**config.mk**
```make
export PLATFORM = sky130hd
export DESIGN_NAME = x86_modrm_sib_address_decode
export DESIGN_NICKNAME = d
export VERILOG_FILES = /design/src/hdl/x86msad_pkg.sv /design/src/hdl/x86_modrm_sib_address_decode.sv
export VERILOG_INCLUDE_DIRS = /design/src /design/src/hdl
export SDC_FILE = /design/constraint.sdc
export NUM_CORES = 1
export LEC_CHECK = 0
export BUFFER_PORTS_ARGS = -buffer_cell sky130_fd_sc_hd__buf_4
export CAP_MARGIN = 20
export CORE_AREA = 3 3 309 311
export CTS_BUF_LIST = sky130_fd_sc_hd__clkbuf_4
export DETAILED_ROUTE_END_ITERATION = 7
export DIE_AREA = 0 0 312 314
export HOLD_SLACK_MARGIN = 0.15
export PLACE_DENSITY = 0.44
export SYNTH_ARGS = -nofsm -noshare
export SYNTH_HDL_FRONTEND = slang
export SYNTH_SLANG_ARGS = --single-unit
```
**constraint.sdc**
```tcl
create_clock -name clk -period 13 [get_ports clk]
set_input_delay 1.95 -clock clk [delete_from_list [all_inputs] [get_ports clk]]
set_output_delay 1.95 -clock clk [all_outputs]
set_load 0.02 [all_outputs]
```
**src/hdl/assert_macros.svh**
```systemverilog
// Assertion macros shared by the address decode RTL.
// Each macro checks on the rising clock edge and is switched off while reset is low.
`ifndef ASSERT_MACROS_SVH
`define ASSERT_MACROS_SVH

// Checks an implication property on every clock edge out of reset.
`define ASSERT_PROP(label, clk_i, rst_ni, prop, msg) \
  label: assert property (@(posedge clk_i) disable iff (!rst_ni) prop) else $error(msg);

// Checks that a condition never holds on a clock edge out of reset.
`define ASSERT_NEVER(label, clk_i, rst_ni, cond, msg) \
  label: assert property (@(posedge clk_i) disable iff (!rst_ni) !(cond)) else $error(msg);

`endif

```
**src/hdl/x86msad_pkg.sv**
```systemverilog
`timescale 1ns / 1ps
// Package for the ModR/M and SIB address decoder: field codes and transaction types.
// It depends on nothing else.
package x86msad_pkg;

  localparam logic       OP_WRITE     = 1'b0;
  localparam logic       OP_DECODE    = 1'b1;
  localparam logic [1:0] MOD_NO_DISP  = 2'd0;
  localparam logic [1:0] MOD_DISP8    = 2'd1;
  localparam logic [1:0] MOD_DISP32   = 2'd2;
  localparam logic [1:0] MOD_REGISTER = 2'd3;
  localparam logic [2:0] RM_SIB       = 3'd4;
  localparam logic [2:0] BASE_DISP32  = 3'd5;
  localparam logic [2:0] INDEX_NONE   = 3'd4;
  localparam logic [1:0] WIDTH_BYTE   = 2'd0;
  localparam logic [1:0] WIDTH_WORD   = 2'd1;

  localparam int IN_DATA_W  = 96;
  localparam int OUT_DATA_W = 112;

  typedef struct packed {
    logic        operation;
    logic [2:0]  write_index;
    logic [31:0] write_value;
    logic [7:0]  modrm_byte;
    logic [7:0]  sib_byte;
    logic [31:0] disp_bytes;
    logic [1:0]  reg_width;
    logic [1:0]  rm_width;
    logic        want_reg_value;
    logic        want_rm_value;
  } in_item_t;

  typedef struct packed {
    logic [2:0]  reg_number;
    logic        rm_is_register;
    logic [2:0]  rm_number;
    logic [31:0] effective_address;
    logic [2:0]  bytes_consumed;
    logic [31:0] reg_value;
    logic [31:0] rm_value;
    logic        needs_load;
  } result_t;

endpackage

```
**src/hdl/x86_modrm_sib_address_decode.sv**
```systemverilog
`timescale 1ns / 1ps
// Top level of the ModR/M and SIB effective address decoder with its register file.
// It depends on x86msad_pkg and on assert_macros.svh.

// The block holds eight 32-bit general registers and decodes 32-bit ModR/M and SIB
// addressing. A transaction with tuser low writes a register and gives no result; one with
// tuser high gives one result with the reg field, the register or memory form, the effective
// address, the bytes consumed and the requested register values. One transaction is accepted
// every clock cycle unless a decode waits in the input register behind a result not taken;
// a decode passes the input register, then the three-operand address adder behind the
// register file read, into the result register. A write is seen by every later transaction.

module x86_modrm_sib_address_decode (
  input  logic                                clk,
  input  logic                                rst_n,
  input  logic                                in_tvalid,
  output logic                                in_tready,
  // write_index, write_value, modrm_byte, sib_byte, disp_bytes, reg_width, rm_width,
  // want_reg_value, want_rm_value, then zero padding
  input  logic [x86msad_pkg::IN_DATA_W-1:0]   in_tdata,
  // operation
  input  logic                                in_tuser,
  output logic                                out_tvalid,
  input  logic                                out_tready,
  // reg_number, rm_number, effective_address, bytes_consumed, reg_value, rm_value,
  // needs_load, then zero padding
  output logic [x86msad_pkg::OUT_DATA_W-1:0]  out_tdata,
  // rm_is_register
  output logic                                out_tuser
);

  import x86msad_pkg::*;

  `include "assert_macros.svh"

  logic [31:0] gpr_r [8];
  logic        s1_valid_r;
  in_item_t    s1_item_r;
  logic        out_valid_r;
  result_t     res_r;
  result_t     res_nxt;
  in_item_t    in_item;
  logic        advance;

  logic [1:0]  mod_f;
  logic [2:0]  reg_f;
  logic [2:0]  rm_f;
  logic        is_reg;
  logic        has_sib;
  logic [2:0]  base_f;
  logic [2:0]  index_f;
  logic [1:0]  scale_f;
  logic        has_base;
  logic        has_index;
  logic [31:0] disp;
  logic [2:0]  disp_len;
  logic [31:0] base_val;
  logic [31:0] index_val;

  function automatic logic [31:0] read_gpr(input logic [31:0] regs [8],
                                           input logic [2:0] num,
                                           input logic [1:0] width);
    logic [31:0] v;
    begin
      v = regs[{1'b0, num[1:0]}];
      case (width)
        WIDTH_BYTE: begin
          read_gpr = num[2] ? {24'd0, v[15:8]} : {24'd0, v[7:0]};
        end
        WIDTH_WORD: begin
          read_gpr = {16'd0, regs[num][15:0]};
        end
        default: begin
          read_gpr = regs[num];
        end
      endcase
    end
  endfunction

  assign in_item.operation      = in_tuser;
  assign in_item.write_index    = in_tdata[2:0];
  assign in_item.write_value    = in_tdata[34:3];
  assign in_item.modrm_byte     = in_tdata[42:35];
  assign in_item.sib_byte       = in_tdata[50:43];
  assign in_item.disp_bytes     = in_tdata[82:51];
  assign in_item.reg_width      = in_tdata[84:83];
  assign in_item.rm_width       = in_tdata[86:85];
  assign in_item.want_reg_value = in_tdata[87];
  assign in_item.want_rm_value  = in_tdata[88];

  assign advance   = !s1_valid_r || (s1_item_r.operation == OP_WRITE) || !out_valid_r
                     || out_tready;
  assign in_tready = advance;

  always_comb begin
    mod_f    = s1_item_r.modrm_byte[7:6];
    reg_f    = s1_item_r.modrm_byte[5:3];
    rm_f     = s1_item_r.modrm_byte[2:0];
    is_reg   = (mod_f == MOD_REGISTER);
    has_sib  = !is_reg && (rm_f == RM_SIB);
    base_f   = has_sib ? s1_item_r.sib_byte[2:0] : rm_f;
    index_f  = s1_item_r.sib_byte[5:3];
    scale_f  = s1_item_r.sib_byte[7:6];
    has_index = has_sib && (index_f != INDEX_NONE);
    has_base  = 1'b1;
    disp      = 32'd0;
    disp_len  = 3'd0;
    case (mod_f)
      MOD_NO_DISP: begin
        if (base_f == BASE_DISP32) begin
          has_base = 1'b0;
          disp     = s1_item_r.disp_bytes;
          disp_len = 3'd4;
        end
      end
      MOD_DISP8: begin
        disp     = {{24{s1_item_r.disp_bytes[7]}}, s1_item_r.disp_bytes[7:0]};
        disp_len = 3'd1;
      end
      MOD_DISP32: begin
        disp     = s1_item_r.disp_bytes;
        disp_len = 3'd4;
      end
      default: begin
        disp     = 32'd0;
        disp_len = 3'd0;
      end
    endcase
    base_val  = has_base ? gpr_r[base_f] : 32'd0;
    index_val = has_index ? (gpr_r[index_f] << scale_f) : 32'd0;

    res_nxt.reg_number     = reg_f;
    res_nxt.rm_is_register = is_reg;
    res_nxt.rm_number      = is_reg ? rm_f : 3'd0;
    res_nxt.effective_address = is_reg ? 32'd0 : (disp + base_val + index_val);
    res_nxt.bytes_consumed = is_reg ? 3'd1 : (3'd1 + {2'd0, has_sib} + disp_len);
    res_nxt.reg_value      = s1_item_r.want_reg_value
                             ? read_gpr(gpr_r, reg_f, s1_item_r.reg_width) : 32'd0;
    res_nxt.rm_value       = (is_reg && s1_item_r.want_rm_value)
                             ? read_gpr(gpr_r, rm_f, s1_item_r.rm_width) : 32'd0;
    res_nxt.needs_load     = !is_reg && s1_item_r.want_rm_value;
  end

  always_ff @(posedge clk) begin
    if (!rst_n) begin
      s1_valid_r  <= 1'b0;
      out_valid_r <= 1'b0;
      for (int i = 0; i < 8; i++) begin
        gpr_r[i] <= 32'd0;
      end
    end else begin
      if (advance) begin
        s1_valid_r <= in_tvalid;
      end
      if (s1_valid_r && advance && (s1_item_r.operation == OP_WRITE)) begin
        gpr_r[s1_item_r.write_index] <= s1_item_r.write_value;
      end
      if (advance) begin
        if (s1_valid_r && (s1_item_r.operation == OP_DECODE)) begin
          out_valid_r <= 1'b1;
        end else if (out_tready) begin
          out_valid_r <= 1'b0;
        end
      end
    end
  end

  always_ff @(posedge clk) begin
    if (advance && in_tvalid) begin
      s1_item_r <= in_item;
    end
    if (advance && s1_valid_r && (s1_item_r.operation == OP_DECODE)) begin
      res_r <= res_nxt;
    end
  end

  assign out_tvalid = out_valid_r;
  assign out_tuser  = res_r.rm_is_register;
  assign out_tdata  = {6'd0, res_r.needs_load, res_r.rm_value, res_r.reg_value,
                       res_r.bytes_consumed, res_r.effective_address, res_r.rm_number,
                       res_r.reg_number};

  `ASSERT_PROP(a_result_from_decode, clk, rst_n,
    $rose(out_valid_r) |-> $past(s1_valid_r && (s1_item_r.operation == OP_DECODE)),
    "Result appeared without a decode transaction in the input register.")
  `ASSERT_NEVER(a_bytes_in_range, clk, rst_n,
    out_valid_r && ((res_r.bytes_consumed == 3'd0) || (res_r.bytes_consumed == 3'd7)),
    "Bytes consumed out of range.")
  `ASSERT_PROP(a_register_form, clk, rst_n,
    (out_valid_r && res_r.rm_is_register) |->
      ((res_r.effective_address == 32'd0) && (res_r.bytes_consumed == 3'd1)
       && !res_r.needs_load),
    "Register form result carries memory form fields.")
  `ASSERT_PROP(a_memory_form, clk, rst_n,
    (out_valid_r && !res_r.rm_is_register) |->
      ((res_r.rm_number == 3'd0) && (res_r.rm_value == 32'd0)),
    "Memory form result carries a register operand.")

endmodule
```
==> metrics.md <==
| Metric | Value |
|---|---|
| Sequential cell area | `~11,000 sq um` |
| Core area | `between 90,000 and 100,000 sq um` |
| Synthesized area per cell | `~9.6 sq um` |
| Unrepaired setup endpoints after global routing | `false` |
| Share of layout cells above drive strength 1 | `0.226` |
| Clock Skew | `between 0.07 and 0.08 ns` |
| CP endpoint kind | `flip-flop` |
| Peak Freq | `between 100 and 150 MHz` |
| Critical path class | `reg -> reg` |
| WHS Path Cells | `2` |
| Synth Register Bits | `455` |
| CTS Hold Buffers Added | `0` |
| CTS tree | `done` |
| Vias per cell | `between 5 and 6` |
| Hold Worst Slack | `a little over 0.5 ns` |
| Clock Latency Late Sink | `around 1.1 ns` |
| Worst hold path startpoint | `gpr_r[185]$_SDFFE_PN0P_` |
| Critical R2R Capture | `out_tdata[36]$_SDFFCE_PN0P_` |
| Seq/Total Area, Yosys | `0.398` |
| Input/output buffers | `about 200` |
| # rows | `112` |
| Chip Height | `314 um` |
| Critical path's largest stage delay | `approximately 0.94 ns` |
| Root buf cell | `clkbuf_4` |
| Post-route ant nets | `0` |
| Main flop type after synthesis | `dfxtp_1` |
| Worst Max-Slew Pin Slew | `~1.2 ns` |
| Post-synth ARST share | `0` |
| Synth Cell Area | `about 28,000 sq um` |
| Startpoint Class | `flip-flop` |
| Worst VDD drop | `roughly 55 uV` |
| Vias | `between 20,000 and 25,000` |
| Global-route wire length before repair | `approximately 160,000 um` |
| Clock tree buffer depth | `3` |
| Reg2reg setup slack | `5.75 ns` |
| Pleak | `around 0.011 uW` |
| Post-CTS Setup Bufs | `0` |
| Crit-path max FO | `83` |
| First-pass DRT Iterations | `5` |
| Netlist cell types | `59` |
| Max_slew headroom | `0.223` |
| WL per Instance | `between 20 and 30 um` |
| CTS H-Tree Depth | `4` |
| Area grow syn2layout | `15.7%` |
| Total grt overflow | `0` |
| Fillcell total | `roughly 9,600` |
| Slew Viols, Final | `0` |
| Total Routing Usage GR | `0.223` |
| Number of synthesis warnings | `0` |
| Syn Inst Count | `a little under 3,000` |
| IO Pins | `216` |
| Endpoint, Worst Hold | `gpr_r[185]$_SDFFE_PN0P_` |
| Final design utilization | `0.346` |
| Initial Utilization | `0.299` |
| Cell breakdown of the critical path | `nand2_1 -> a31oi_4 -> buf_4 -> buf_4 -> nand2_1 -> and3_1 -> a311oi_1 -> o21ai_0 -> fa_1 -> inv_1 -> ha_1 -> o21ai_0 -> nor2_1 -> o211ai_1 -> o21ai_1 -> a21oi_2 -> o211ai_1 -> mux2i_1 -> nand4_1` |
| Number of global-route vias before repair | `23,672` |
| Top delay family on crit path | `compound AO/OA/AOI/OAI gates` |
| Worst hold path class | `reg -> reg` |
| Post-DP HPWL | `~69,000 um` |
| Pwr/cell area | `110 nW/um^2` |
| GP Congestion | `~0.8` |
| DRC | `0` |
| Fin crit share | `0.557` |
| Origin of the critical flop-to-flop path | `mod_f[0]$_DFFE_PP_` |
| Setup tns final | `0 ns` |
| Die extent in x | `roughly 310 um` |
| Path depth of the worst reg2reg path | `19` |
| Clock sinks | `about 460` |
| Nets | `between 3,000 and 4,000` |
| Area of the die | `~98,000 sq um` |
| CP arrival | `7.99 ns` |
| Post-CTS resize count | `0` |
| Area occupied by multi-input gates | `around 15,000 sq um` |
| Cts bufs inserted | `142` |
| Worst Path Required | `13.74 ns` |
| Final setup fails | `0` |
| EDFF count, synth | `197` |
| Largest net degree at the start of global routing | `approximately 130` |
| CTS clk-pin slew, worst paths | `~0.06 ns` |
| DR iter-0 viols | `about 2,100` |
| Status | `complete, no violations` |
| Final Hold Viols | `0` |
| Critical path buffers and inverters | `3` |
| Worst path slowest cell | `buf_4` |
| Initial antenna violation count | `2` |
| Max Cap Viol | `0` |
| Tmin final | `7.25 ns` |
| Final wirelength | `between 100,000 and 150,000 um` |
metrics by stage:
stage               area [sq um]  instances  power (uW)  setup slack [ns]
floorplan                  27800       2908        1910              5.86
global placement           30300       4152        2080              5.84
detailed placement         30300       4152        2090              5.83
CTS                        32100       4405        3600              5.81
global route               32200       4414        3710              5.30
finish                     32200       4414        3540              5.75
worst max path at each step:
stage,from,to,slack [ns],cells past startpoint
after floorplan,out_tready,index_f[0]$_DFFE_PP_,5.86,2
after global routing,mod_f[0]$_DFFE_PP_,out_tdata[37]$_SDFFCE_PN0P_,5.30,19
final,mod_f[0]$_DFFE_PP_,out_tdata[36]$_SDFFCE_PN0P_,5.75,19
after detailed placement,mod_f[0]$_DFFE_PP_,out_tdata[35]$_SDFFCE_PN0P_,5.83,19
after CTS,mod_f[0]$_DFFE_PP_,out_tdata[37]$_SDFFCE_PN0P_,5.81,19
after global placement,mod_f[0]$_DFFE_PP_,out_tdata[37]$_SDFFCE_PN0P_,5.84,19
power breakdown:
part           switching, uW  total [uW]  internal, uW
Clock                    692        1480           788
Combinational            311         485           174
Sequential              41.1        1570          1530
worst register-to-register path, stage by stage (launching register included):
cell	delay, ns
edfxtp_1	0.60
nand2_1	0.58
a31oi_4	0.33
buf_4	0.55
buf_4	0.95
nand2_1	0.12
and3_1	0.22
a311oi_1	0.23
o21ai_0	0.45
fa_1	0.69
inv_1	0.04
ha_1	0.32
o21ai_0	0.09
nor2_1	0.24
o211ai_1	0.22
o21ai_1	0.45
a21oi_2	0.19
o211ai_1	0.38
mux2i_1	0.23
nand4_1	0.10
flip-flops by register name (all words and copies together), names as in the netlist:
name	flops
reg_f	3
mod_f	2
s1_valid_r	1
gpr_r	256
s1_item_r	79
out_tdata	106
out_tuser	1
out_tvalid	1
rm_f	3
index_f	3
cell type report:
| cell class | instances | area share |
|---|---|---|
| diodes | 8 | 0.000622 |
| clock buffers | 206 | 0.0481 |
| clock inverters | 47 | 0.00910 |
| inverters | 63 | 0.00735 |
| multi-input cells | 2119 | 0.480 |
| flip-flops and latches | 455 | 0.345 |
| well taps | 1254 | 0.0488 |
| repair buffers | 262 | 0.0618 |
cells in the mapped netlist, drive strengths merged (4+ instances only):
library cell	n	area, sq um
clkbuf	140	526
and3	57	357
inv	63	236
a311oi	60	526
edfxtp	197	5920
nand2b	4	25.0
nand2	917	3440
ha	31	388
a211oi	10	85.1
o211ai	7	52.6
and2	10	62.6
fa	32	641
buf	131	719
mux2i	110	1100
a31oi	10	62.6
nor3	12	60.1
or2	5	31.3
nor2b	5	38.8
nor3b	4	30.0
mux4	190	4280
a21oi	56	292
xnor2	12	105
nand4	12	75.1
xor2	10	87.6
o211a	8	80.1
a21o	15	113
o21a	5	37.5
dfxtp	258	5160
a21boi	259	1940
nand3	57	285
nor2	115	432
o21ai	72	360
kinds of logic after synthesis:
group                    after synthesis  share of synthesized area
flip-flops                           455                      0.398
AO/OA/AOI/OAI                        516                      0.133
other                                  1                   0.000135
AND/OR/NAND/NOR                     1210                      0.177
multiplexers                         302                      0.194
XOR/XNOR                              22                    0.00693
buffers and inverters                334                     0.0533
adder cells (fa/ha/maj)               63                     0.0370
cells in the final DEF, fill, tap and decap left out, drive strengths merged, types with 6 or more instances in the layout:
cell type    n
nand4       12
xnor2       12
o21ai       72
o211a        8
o211ai       7
nor3        12
a311oi      60
clkinvlp     6
dfxtp      258
clkinv      34
mux4       190
clkbuf     206
nand3       57
mux2i      110
nand2      917
and3        57
a21o        15
nor2       115
fa          32
inv         67
conb         6
buf        262
and2        10
xor2        10
diode        8
a21oi       56
a31oi       10
edfxtp     197
ha          31
a21boi     259
a211oi      10
metal layers:
layer / track usage / wire [um] / vias to the layer above
met4: 0.0848 / 3530 / 0
met2: 0.340 / 49300 / 1116
met5: 0 / 0 / -
li1: - / - / 10632
met1: 0.310 / 49400 / 11752
met3: 0.0497 / 8960 / 239
Note: power is estimated with default switching activity, not from simulation.
